===== src/itp_pkg.sv =====
package itp_pkg;

  localparam int unsigned DefStackDepth = 32;
  localparam int unsigned CharW = 8;
  localparam int unsigned PrecW = 4;

  localparam logic [PrecW-1:0] PrecInAdd    = 4'd1;
  localparam logic [PrecW-1:0] PrecInMul    = 4'd3;
  localparam logic [PrecW-1:0] PrecInLetter = 4'd7;
  localparam logic [PrecW-1:0] PrecInClose  = 4'd0;
  localparam logic [PrecW-1:0] PrecInOpen   = 4'd9;

  localparam logic [PrecW-1:0] PrecStkAdd    = 4'd2;
  localparam logic [PrecW-1:0] PrecStkMul    = 4'd4;
  localparam logic [PrecW-1:0] PrecStkLetter = 4'd8;
  localparam logic [PrecW-1:0] PrecStkOpen   = 4'd0;

  localparam logic [CharW-1:0] ChPlus   = 8'h2B;
  localparam logic [CharW-1:0] ChMinus  = 8'h2D;
  localparam logic [CharW-1:0] ChStar   = 8'h2A;
  localparam logic [CharW-1:0] ChSlash  = 8'h2F;
  localparam logic [CharW-1:0] ChLParen = 8'h28;
  localparam logic [CharW-1:0] ChRParen = 8'h29;
  localparam logic [CharW-1:0] ChLBrack = 8'h5B;
  localparam logic [CharW-1:0] ChRBrack = 8'h5D;
  localparam logic [CharW-1:0] ChLBrace = 8'h7B;
  localparam logic [CharW-1:0] ChRBrace = 8'h7D;
  localparam logic [CharW-1:0] ChUpperA = 8'h41;
  localparam logic [CharW-1:0] ChUpperZ = 8'h5A;
  localparam logic [CharW-1:0] ChLowerA = 8'h61;
  localparam logic [CharW-1:0] ChLowerZ = 8'h7A;
  localparam logic [CharW-1:0] ChNul    = 8'h00;

  typedef struct packed {
    logic             ok;
    logic [PrecW-1:0] prec;
  } prec_in_t;

  typedef struct packed {
    logic [CharW-1:0] out_char;
    logic             end_of_expr;
    logic             overflow;
  } result_t;

  typedef struct packed {
    logic gen;
    logic fin;
  } out_ctl_t;

  typedef struct packed {
    logic pend_valid;
    logic can_gen;
    logic can_fin;
  } out_sts_t;

  function automatic logic is_letter(input logic [CharW-1:0] c);
    return ((c >= ChUpperA) && (c <= ChUpperZ)) || ((c >= ChLowerA) && (c <= ChLowerZ));
  endfunction

  function automatic prec_in_t prec_incoming(input logic [CharW-1:0] c);
    prec_in_t r;
    r.ok = 1'b1;
    if ((c == ChPlus) || (c == ChMinus)) begin
      r.prec = PrecInAdd;
    end else if ((c == ChStar) || (c == ChSlash)) begin
      r.prec = PrecInMul;
    end else if (is_letter(c)) begin
      r.prec = PrecInLetter;
    end else if ((c == ChRParen) || (c == ChRBrack) || (c == ChRBrace)) begin
      r.prec = PrecInClose;
    end else if ((c == ChLParen) || (c == ChLBrack) || (c == ChLBrace)) begin
      r.prec = PrecInOpen;
    end else begin
      r.ok   = 1'b0;
      r.prec = PrecInClose;
    end
    return r;
  endfunction

  function automatic logic [PrecW-1:0] prec_stacked(input logic [CharW-1:0] c);
    logic [PrecW-1:0] r;
    if ((c == ChPlus) || (c == ChMinus)) begin
      r = PrecStkAdd;
    end else if ((c == ChStar) || (c == ChSlash)) begin
      r = PrecStkMul;
    end else if (is_letter(c)) begin
      r = PrecStkLetter;
    end else begin
      r = PrecStkOpen;
    end
    return r;
  endfunction

endpackage


===== src/infix_to_postfix_converter.sv =====
// channel  dir  tdata          tlast         tuser
// s_axis   in   in_char        is_last       -
// m_axis   out  out_char       last_of_run   [0] end_of_expr, [1] overflow
//
// each character is taken in idle, then the top of stack is read (rd, cmp) and
// popped while it outranks the character, before the match, drop, push or
// overflow decision; an ignored character skips the stack; flush reads and pops
// each stacked symbol, then emits the end marker; the stack ram read is registered
// reset clears the stack count, overflow flag and the output valid bits
// a stalled output holds the sequencer at the next result it produces
module infix_to_postfix_converter import itp_pkg::*; #(
  parameter int unsigned STACK_DEPTH = DefStackDepth
) (
  input  logic       clk_i,
  input  logic       rst_ni,
  input  logic       s_axis_tvalid,
  output logic       s_axis_tready,
  input  logic [7:0] s_axis_tdata,   // in_char
  input  logic       s_axis_tlast,   // is_last
  output logic       m_axis_tvalid,
  input  logic       m_axis_tready,
  output logic [7:0] m_axis_tdata,   // out_char
  output logic       m_axis_tlast,   // last_of_run
  output logic [7:0] m_axis_tuser    // end_of_expr, overflow, zero fill
);

  localparam int unsigned CntW  = $clog2(STACK_DEPTH + 1);
  localparam int unsigned AddrW = $clog2(STACK_DEPTH);

  localparam logic [2:0] StIdle  = 3'd0;
  localparam logic [2:0] StRd    = 3'd1;
  localparam logic [2:0] StCmp   = 3'd2;
  localparam logic [2:0] StFlRd  = 3'd3;
  localparam logic [2:0] StFlPop = 3'd4;
  localparam logic [2:0] StDone  = 3'd5;

  logic [2:0]       state_q, state_d;
  logic [CntW-1:0]  cnt_q, cnt_d;
  logic             ovf_q, ovf_d;
  logic [CharW-1:0] char_q, char_d;
  logic             last_q, last_d;
  logic [PrecW-1:0] prec_q, prec_d;

  logic [CntW-1:0]  cnt_m1;
  logic             ram_we, ram_re;
  logic [AddrW-1:0] ram_raddr;
  logic [CharW-1:0] ram_rdata;
  logic             gt, eq;
  prec_in_t         pin;
  out_ctl_t         octl;
  out_sts_t         osts;
  result_t          res;
  logic             s_hs;

  assign s_hs          = s_axis_tvalid && s_axis_tready;
  assign s_axis_tready = (state_q == StIdle);
  assign pin           = prec_incoming(s_axis_tdata);
  assign cnt_m1        = cnt_q - CntW'(1);
  assign ram_raddr     = cnt_m1[AddrW-1:0];

  itp_ram #(
    .Width (CharW),
    .Depth (STACK_DEPTH)
  ) u_stack (
    .clk_i   (clk_i),
    .we_i    (ram_we),
    .waddr_i (cnt_q[AddrW-1:0]),
    .wdata_i (char_q),
    .re_i    (ram_re),
    .raddr_i (ram_raddr),
    .rdata_o (ram_rdata)
  );

  itp_prec_cmp u_cmp (
    .top_char_i (ram_rdata),
    .empty_i    (cnt_q == '0),
    .prec_in_i  (prec_q),
    .gt_o       (gt),
    .eq_o       (eq)
  );

  itp_out_stage u_out (
    .clk_i         (clk_i),
    .rst_ni        (rst_ni),
    .ctl_i         (octl),
    .res_i         (res),
    .sts_o         (osts),
    .m_axis_tvalid (m_axis_tvalid),
    .m_axis_tready (m_axis_tready),
    .m_axis_tdata  (m_axis_tdata),
    .m_axis_tlast  (m_axis_tlast),
    .m_axis_tuser  (m_axis_tuser)
  );

  always_comb begin
    state_d  = state_q;
    cnt_d    = cnt_q;
    ovf_d    = ovf_q;
    char_d   = char_q;
    last_d   = last_q;
    prec_d   = prec_q;
    ram_we   = 1'b0;
    ram_re   = 1'b0;
    octl.gen = 1'b0;
    octl.fin = 1'b0;
    res.out_char    = ram_rdata;
    res.end_of_expr = 1'b0;
    res.overflow    = ovf_q;

    case (state_q)
      StIdle: begin
        if (s_hs) begin
          char_d = s_axis_tdata;
          last_d = s_axis_tlast;
          prec_d = pin.prec;
          if (!pin.ok) begin
            state_d = s_axis_tlast ? StFlRd : StDone;
          end else begin
            state_d = StRd;
          end
        end
      end
      StRd, StCmp: begin
        if ((state_q == StRd) && (cnt_q != '0)) begin
          ram_re  = 1'b1;
          state_d = StCmp;
        end else if (gt) begin
          if (osts.can_gen) begin
            octl.gen = 1'b1;
            cnt_d    = cnt_m1;
            state_d  = StRd;
          end
        end else begin
          // closer meets opener, unmatched closer, push, or overflow on a full stack
          if (eq) begin
            cnt_d = cnt_m1;
          end else if (prec_q == PrecInClose) begin
            cnt_d = cnt_q;
          end else if (cnt_q < CntW'(STACK_DEPTH)) begin
            ram_we = 1'b1;
            cnt_d  = cnt_q + CntW'(1);
          end else begin
            ovf_d = 1'b1;
          end
          state_d = last_q ? StFlRd : StDone;
        end
      end
      StFlRd: begin
        if (cnt_q != '0) begin
          ram_re  = 1'b1;
          state_d = StFlPop;
        end else if (osts.can_gen) begin
          octl.gen        = 1'b1;
          res.out_char    = ChNul;
          res.end_of_expr = 1'b1;
          ovf_d           = 1'b0;
          state_d         = StDone;
        end
      end
      StFlPop: begin
        if (osts.can_gen) begin
          octl.gen = 1'b1;
          cnt_d    = cnt_m1;
          state_d  = StFlRd;
        end
      end
      StDone: begin
        if (!osts.pend_valid) begin
          state_d = StIdle;
        end else if (osts.can_fin) begin
          octl.fin = 1'b1;
          state_d  = StIdle;
        end
      end
      default: begin
        state_d = StIdle;
      end
    endcase
  end

  always_ff @(posedge clk_i or negedge rst_ni) begin
    if (!rst_ni) begin
      state_q <= StIdle;
      cnt_q   <= '0;
      ovf_q   <= 1'b0;
    end else begin
      state_q <= state_d;
      cnt_q   <= cnt_d;
      ovf_q   <= ovf_d;
    end
  end

  always_ff @(posedge clk_i) begin
    char_q <= char_d;
    last_q <= last_d;
    prec_q <= prec_d;
  end

`ifndef ASSERT_OFF
  assert property (@(posedge clk_i) disable iff (!rst_ni)
    cnt_q <= CntW'(STACK_DEPTH))
    else $error("stack count beyond depth");
  assert property (@(posedge clk_i) disable iff (!rst_ni)
    s_hs |=> !s_axis_tready)
    else $error("ready while a character is in work");
  assert property (@(posedge clk_i) disable iff (!rst_ni)
    (octl.gen && res.end_of_expr) |=> (cnt_q == '0 && !ovf_q))
    else $error("state not cleared after end marker");
  assert property (@(posedge clk_i) disable iff (!rst_ni)
    (state_q == StIdle) |-> !osts.pend_valid)
    else $error("idle with a result still held");
`endif

endmodule


===== src/itp_ram.sv =====
module itp_ram #(
  parameter int unsigned Width = 8,
  parameter int unsigned Depth = 32
) (
  input  logic                     clk_i,
  input  logic                     we_i,
  input  logic [$clog2(Depth)-1:0] waddr_i,
  input  logic [Width-1:0]         wdata_i,
  input  logic                     re_i,
  input  logic [$clog2(Depth)-1:0] raddr_i,
  output logic [Width-1:0]         rdata_o
);

  logic [Width-1:0] mem_q [Depth];
  logic [Width-1:0] rdata_q;

  always_ff @(posedge clk_i) begin
    if (we_i) begin
      mem_q[waddr_i] <= wdata_i;
    end
    if (re_i) begin
      rdata_q <= mem_q[raddr_i];
    end
  end

  assign rdata_o = rdata_q;

endmodule


===== src/itp_prec_cmp.sv =====
module itp_prec_cmp import itp_pkg::*; (
  input  logic [CharW-1:0] top_char_i,
  input  logic             empty_i,
  input  logic [PrecW-1:0] prec_in_i,
  output logic             gt_o,
  output logic             eq_o
);

  logic [PrecW-1:0] prec_top;

  assign prec_top = prec_stacked(top_char_i);
  // empty stack ranks below every incoming precedence
  assign gt_o = !empty_i && (prec_top > prec_in_i);
  assign eq_o = !empty_i && (prec_top == prec_in_i);

endmodule


===== src/itp_out_stage.sv =====
module itp_out_stage import itp_pkg::*; (
  input  logic       clk_i,
  input  logic       rst_ni,
  input  out_ctl_t   ctl_i,
  input  result_t    res_i,
  output out_sts_t   sts_o,
  output logic       m_axis_tvalid,
  input  logic       m_axis_tready,
  output logic [7:0] m_axis_tdata,   // out_char
  output logic       m_axis_tlast,   // last_of_run
  output logic [7:0] m_axis_tuser    // end_of_expr, overflow, zero fill
);

  logic    pend_valid_q, pend_valid_d;
  result_t pend_q, pend_d;
  logic    out_valid_q, out_valid_d;
  result_t out_q, out_d;
  logic    out_last_q, out_last_d;
  logic    out_free;

  assign out_free = !out_valid_q || m_axis_tready;

  always_comb begin
    pend_valid_d = pend_valid_q;
    pend_d       = pend_q;
    out_valid_d  = out_valid_q;
    out_d        = out_q;
    out_last_d   = out_last_q;
    if (m_axis_tready) begin
      out_valid_d = 1'b0;
    end
    if (ctl_i.gen) begin
      // the held result is not the last one of its run
      if (pend_valid_q) begin
        out_valid_d = 1'b1;
        out_d       = pend_q;
        out_last_d  = 1'b0;
      end
      pend_valid_d = 1'b1;
      pend_d       = res_i;
    end else if (ctl_i.fin) begin
      out_valid_d  = 1'b1;
      out_d        = pend_q;
      out_last_d   = 1'b1;
      pend_valid_d = 1'b0;
    end
  end

  always_ff @(posedge clk_i or negedge rst_ni) begin
    if (!rst_ni) begin
      pend_valid_q <= 1'b0;
      out_valid_q  <= 1'b0;
    end else begin
      pend_valid_q <= pend_valid_d;
      out_valid_q  <= out_valid_d;
    end
  end

  always_ff @(posedge clk_i) begin
    pend_q     <= pend_d;
    out_q      <= out_d;
    out_last_q <= out_last_d;
  end

  assign sts_o.pend_valid = pend_valid_q;
  assign sts_o.can_gen    = !pend_valid_q || out_free;
  assign sts_o.can_fin    = out_free;

  assign m_axis_tvalid = out_valid_q;
  assign m_axis_tdata  = out_q.out_char;
  assign m_axis_tlast  = out_last_q;
  assign m_axis_tuser  = {6'b0, out_q.overflow, out_q.end_of_expr};

`ifndef ASSERT_OFF
  assert property (@(posedge clk_i) disable iff (!rst_ni)
    ctl_i.gen |-> (!pend_valid_q || out_free))
    else $error("result generated while pending slot blocked");
  assert property (@(posedge clk_i) disable iff (!rst_ni)
    ctl_i.fin |-> (pend_valid_q && out_free && !ctl_i.gen))
    else $error("run closed without a pending result");
  assert property (@(posedge clk_i) disable iff (!rst_ni)
    (out_valid_q && out_q.end_of_expr) |-> (out_last_q && out_q.out_char == ChNul))
    else $error("end marker malformed");
`endif

endmodule


===== config.mk =====
export PLATFORM = sky130hd
export DESIGN_NAME = infix_to_postfix_converter
export DESIGN_NICKNAME = d
export VERILOG_FILES = /design/src/itp_pkg.sv /design/src/infix_to_postfix_converter.sv /design/src/itp_ram.sv /design/src/itp_prec_cmp.sv /design/src/itp_out_stage.sv
export SDC_FILE = /design/constraint.sdc
export NUM_CORES = 1
export LEC_CHECK = 0
export BUFFER_PORTS_ARGS = -buffer_cell sky130_fd_sc_hd__buf_2
export CAP_MARGIN = 20
export CELL_PAD_IN_SITES_DETAIL_PLACEMENT = 2
export CELL_PAD_IN_SITES_GLOBAL_PLACEMENT = 2
export CORE_MARGIN = 4
export CORE_UTILIZATION = 51
export DETAILED_ROUTE_END_ITERATION = 8
export PLACE_DENSITY_LB_ADDON = 0.1
export SYNTH_ARGS = -nofsm -noshare
export SYNTH_HDL_FRONTEND = slang
export SYNTH_HIERARCHICAL = 1
export SYNTH_SLANG_ARGS = --single-unit

===== constraint.sdc =====
create_clock -name clk_i -period 5.9 [get_ports clk_i]
set_input_delay 1.475 -clock clk_i [delete_from_list [all_inputs] [get_ports clk_i]]
set_output_delay 1.475 -clock clk_i [all_outputs]
set_load 0.02 [all_outputs]

==> results_tabular.tex <==
\begin{tabular}{lr}
\hline
Metric & Value \\
\hline
\multicolumn{2}{l}{\textbf{Status}} \\
\quad Run status & finished, final reports clean \\
\multicolumn{2}{l}{\textbf{Worst setup path}} \\
\quad Endpoint of the worst register-to-register path & u\_stack/mem\_q[11][2] \\
\quad Category of cells accounting for the largest share of critical-path delay & simple AND/OR/NAND/NOR gates \\
\quad Startpoint type of the worst setup path & flop \\
\quad Worst Path Class, Setup & reg2reg \\
\quad Setup crit start & u\_stack/rdata\_o[2] \\
\quad Count of cell instances traversed by the critical path & 11 \\
\quad Crit path buffers/inverters & 0 \\
\quad Largest driver fanout on the critical path & 9 \\
\quad FF-to-FF setup slack & 1.17 ns \\
\quad Critical-path cell list & or4\_1 > o22ai\_1 > nor3b\_1 > ha\_1 > and4b\_1 > nor3\_1 > nor2\_1 > nand3\_1 > nor2\_1 > nand3\_1 > nor2\_1 \\
\quad Arrival time at the worst endpoint & 4.93 ns \\
\quad Critical path destination & u\_stack/mem\_q[11][2] \\
\quad Max incr delay on CP & 0.94 ns \\
\quad Most repeated library cell on the critical path & sky130\_fd\_sc\_hd\_\_nor2\_1 \\
\quad Endpoint kind of the worst setup timing path & flop \\
\quad Depth of the most critical reg-to-reg path & 11 \\
\quad Beginning of the worst register-to-register path & u\_stack/rdata\_o[2] \\
\quad Required time at the worst-slack endpoint & 6.10 ns \\
\quad Max stage delay cell, worst path & sky130\_fd\_sc\_hd\_\_nor2\_1 \\
\multicolumn{2}{l}{\textbf{Global routing}} \\
\quad First-pass GRT wire length & 52600 microns \\
\quad Initial antenna violation count & 0 \\
\quad Global-route track usage on met1 & 34.79\% \\
\quad Met3 Track Usage GR & 4.070\% \\
\quad Grt total ovfl & 0 \\
\quad Met2 demand-to-capacity share in global routing & 43.41\% \\
\quad Number of global-route vias before repair & 7342 \\
\quad Most heavily used metal layer in global routing & met2 \\
\quad GR Util All Layers & 25.76\% \\
\quad Largest net degree at the start of global routing & 65 \\
\multicolumn{2}{l}{\textbf{Floorplanning}} \\
\quad Width of the die & 165.9 microns \\
\quad Die boundary height & 165.9 microns \\
\quad Placeable core area & 24460 sq um \\
\quad Area of the die & 27530 sq um \\
\quad Rows & 57 \\
\quad I/O pins & 32 \\
\quad Initial Utilization & 51.99\% \\
\multicolumn{2}{l}{\textbf{Timing}} \\
\quad Number of pins exceeding their max-slew limit in the final report & 0 \\
\quad Fmax achieved & 0.2113 GHz \\
\quad Total Neg Setup Slack & 0 ns \\
\quad Minimum clock period & 4.733 ns \\
\quad Relative slew slack & 26.83\% \\
\quad Worst setup skew after layout & 0.02632 ns \\
\quad Final worst-path cycle share & 80.22\% \\
\quad Final hold violations & 0 \\
\quad Setup repair after global routing missed its margin & false \\
\quad Endpoints failing setup & 0 \\
\quad Pin slew with the least headroom to its limit & 1.089 ns \\
\multicolumn{2}{l}{\textbf{Placed design}} \\
\quad IO Port Bufs & 25 \\
\quad Half-perimeter wire length of the detailed placement result & 21470 microns \\
\quad Post-DP Area & 13130 sq um \\
\quad GP Congestion & 0.8461 \\
\multicolumn{2}{l}{\textbf{Power}} \\
\quad Gate power share & 35.3\% \\
\quad Switching power & 0.002575 W \\
\quad Part of the power in registers & 38.9\% \\
\quad Leak pwr & 4.608 nW \\
\quad Relative contribution of the clock network to total power & 25.8\% \\
\quad Switching Fraction & 34.08\% \\
\quad VDD IR-drop max & 0.3276 mV \\
\quad Internal power of the cells & 0.004981 W \\
\quad Power density over the cells & 530.9 nW/um\^{}2 \\
\multicolumn{2}{l}{\textbf{Layout}} \\
\quad Leading cell type in the layout, fill and taps excluded & sky130\_fd\_sc\_hd\_\_edfxtp\_1 \\
\quad Share of layout cells above drive strength 1 & 27.03\% \\
\quad Commonest non-fill, non-tap cells in the layout & sky130\_fd\_sc\_hd\_\_edfxtp\_1, sky130\_fd\_sc\_hd\_\_mux4\_2, sky130\_fd\_sc\_hd\_\_nor2\_1, sky130\_fd\_sc\_hd\_\_clkbuf\_16, sky130\_fd\_sc\_hd\_\_buf\_2 \\
\quad Final cell area excluding filler cells & 14230 sq um \\
\quad Layout filler cell count & 1995 \\
\quad Area grow syn2layout & 11.89\% \\
\quad Post-layout net count & 708 \\
\quad Number of antenna diodes & 0 \\
\multicolumn{2}{l}{\textbf{Synthesis}} \\
\quad Top cells by area in the synthesized netlist & sky130\_fd\_sc\_hd\_\_edfxtp\_1, sky130\_fd\_sc\_hd\_\_mux4\_2, sky130\_fd\_sc\_hd\_\_dfrtp\_1, sky130\_fd\_sc\_hd\_\_nor2\_1, sky130\_fd\_sc\_hd\_\_buf\_4 \\
\quad Top cell type by total area after synthesis & sky130\_fd\_sc\_hd\_\_edfxtp\_1 \\
\quad Async set or reset register ratio after synthesis & 3.871\% \\
\quad Fraction of post-synthesis cell area in the top cell type by area & 70.36\% \\
\quad Flop and latch count out of synthesis & 310 \\
\quad Cell area after technology mapping & 12720 sq um \\
\quad EDFF count, synth & 298 \\
\quad Post-Syn Instances & 650 \\
\quad Avg Inst Size Synth & 19.57 sq um \\
\quad Synth warn & 6 \\
\quad Sequential cell area fraction in the yosys report & 72.72\% \\
\quad Primary flip-flop cell chosen by synthesis mapping & sky130\_fd\_sc\_hd\_\_edfxtp\_1 \\
\quad Unique masters post-synth & 70 \\
\multicolumn{2}{l}{\textbf{Job}} \\
\quad Number of maximum-capacitance violations & 0 \\
\multicolumn{2}{l}{\textbf{CTS}} \\
\quad Clock transition at the registers of the reported paths & 0.07 ns \\
\quad Clock tree from TritonCTS & built \\
\quad Deepest clock path buffer count & 3 \\
\quad Hold buffer count at CTS & 0 \\
\quad CTS resizes & 0 \\
\quad Clock root buffer & sky130\_fd\_sc\_hd\_\_clkbuf\_16 \\
\quad Number of post-CTS setup repair buffers & 0 \\
\quad Clock Latency Late Sink & 0.58 ns \\
\quad Total number of clock tree sinks & 310 \\
\quad Number of clock buffers inserted by TritonCTS & 31 \\
\quad \# H-tree levels & 1 \\
\multicolumn{2}{l}{\textbf{Routing}} \\
\quad Routed Antenna Nets & 0 \\
\quad Pre-antenna DRT Iters & 5 \\
\quad Wirelength per Cell & 34.17 microns \\
\quad \# DRC & 0 \\
\quad Post-detailed-route via-to-cell ratio & 6.365 \\
\quad Total Routed Length & 35470 microns \\
\quad Number of vias in the routed layout & 6607 \\
\quad Detailed router's first-iteration violation count & 770 \\
\multicolumn{2}{l}{\textbf{Worst hold path}} \\
\quad Path type of the worst min-delay path & reg2reg \\
\hline
\end{tabular}
## cells by family after synthesis
| group | share of synthesized area (%) |
|---|---|
| AOI/OAI and AO/OA | 2.873 |
| xor gates and xnor gates | 0.6887 |
| adders and majority gates | 0.4919 |
| buffers and inverters | 2.184 |
| DFF | 72.72 |
| muxes | 14.99 |
| other | 0.02948 |
| and+or+nand+nor | 6.021 |
## sequential cells by signal, indices dropped and copies added (netlist names)
signal and count:
cnt_q 6, char_q 8, u_out/m_axis_tdata 8, u_out/pend_valid_q 1
state_q 3, ovf_q 1, u_out/m_axis_tvalid 1, u_stack/mem_q 256
u_out/m_axis_tuser 2, u_out/pend_q 10, prec_q 4, last_q 1
u_out/m_axis_tlast 1, u_stack/rdata_o 8
## cell usage after synthesis, types with 2 or more instances
library cell and instances:
sky130_fd_sc_hd__o31ai_1 3, sky130_fd_sc_hd__and3_1 4, sky130_fd_sc_hd__o21ai_2 2, sky130_fd_sc_hd__nor3b_1 3, sky130_fd_sc_hd__or4_1 2, sky130_fd_sc_hd__nor2_1 46
sky130_fd_sc_hd__nand2_1 11, sky130_fd_sc_hd__dfrtp_1 12, sky130_fd_sc_hd__a22oi_1 3, sky130_fd_sc_hd__mux2_2 8, sky130_fd_sc_hd__buf_6 3, sky130_fd_sc_hd__o31a_1 2
sky130_fd_sc_hd__nor2b_1 14, sky130_fd_sc_hd__nand3b_1 7, sky130_fd_sc_hd__xnor2_1 8, sky130_fd_sc_hd__ha_1 5, sky130_fd_sc_hd__inv_1 16, sky130_fd_sc_hd__and2_1 4
sky130_fd_sc_hd__nor3_1 7, sky130_fd_sc_hd__nand3_1 10, sky130_fd_sc_hd__or3b_1 2, sky130_fd_sc_hd__clkbuf_1 10, sky130_fd_sc_hd__buf_1 5, sky130_fd_sc_hd__buf_2 3
sky130_fd_sc_hd__buf_4 15, sky130_fd_sc_hd__and4b_1 2, sky130_fd_sc_hd__a31oi_1 3, sky130_fd_sc_hd__mux4_2 80, sky130_fd_sc_hd__nand2b_1 2, sky130_fd_sc_hd__or3b_2 3
sky130_fd_sc_hd__o21ai_0 10, sky130_fd_sc_hd__o21ai_1 3, sky130_fd_sc_hd__xor2_1 2, sky130_fd_sc_hd__a21o_1 2, sky130_fd_sc_hd__edfxtp_1 298, sky130_fd_sc_hd__a21oi_1 5
sky130_fd_sc_hd__nand2b_4 2
## power groups by stage
stage                     Sequential (W)  Clock, W  Combinational (W)
final                            0.00294   0.00195            0.00267
after global routing             0.00295   0.00209            0.00279
after CTS                        0.00297   0.00198            0.00260
after detailed placement         0.00300         0            0.00253
after global placement           0.00295         0            0.00239
after floorplan                  0.00290         0            0.00176
## worst min-delay path by stage
stage	start	end	slack [ns]	depth (start not counted)
4_1_cts	u_out/pend_q[3]	u_out/m_axis_tdata[1]	0.43	0
6_report	u_out/pend_q[3]	u_out/m_axis_tdata[1]	0.43	0
3_5_place_dp	u_out/pend_q[2]	u_out/m_axis_tdata[0]	0.41	0
3_3_place_gp	u_out/pend_q[8]	u_out/m_axis_tdata[6]	0.41	0
5_1_grt	u_out/pend_q[3]	u_out/m_axis_tdata[1]	0.44	0
2_1_floorplan	u_out/pend_q[2]	u_out/m_axis_tdata[0]	0.40	0
## per-stage QoR
step | setup slack [ns] | hold slack [ns] | std cells | util [%] | power [W]
after global routing | 1.092 | 0.4399 | 1038 | 58.18 | 0.007833
after global placement | 1.741 | 0.4055 | 976 | 53.68 | 0.005346
after floorplan | 2.274 | 0.4003 | 655 | - | 0.004662
after CTS | 1.191 | 0.4337 | 1033 | 57.73 | 0.007553
final | 1.167 | 0.4299 | 1038 | 58.18 | 0.007556
after detailed placement | 1.351 | 0.4144 | 976 | 53.68 | 0.005532
## routing by layer
| layer | part of all wire, % | routed length, microns | up-vias |
|---|---|---|---|
| met5 | 0 | 0 | - |
| met4 | 3.9 | 1388 | 0 |
| met3 | 5.6 | 1969 | 80 |
| met2 | 51 | 18210 | 256 |
| met1 | 39 | 13900 | 3563 |
| li1 | - | - | 2708 |
## cell type report
| type | instances | area [sq um] | area share [%] |
|---|---|---|---|
| Clock inverter | 19 | 187.7 | 1.319 |
| Inverter | 16 | 62.56 | 0.4396 |
| Tap cell | 324 | 405.4 | 2.849 |
| Sequential cell | 310 | 9249 | 64.99 |
| Timing Repair Buffer | 38 | 290.3 | 2.040 |
| Multi-Input combinational cell | 293 | 3234 | 22.73 |
| Clock buffer | 38 | 802.0 | 5.636 |
Power figures use the tool's default switching activity.
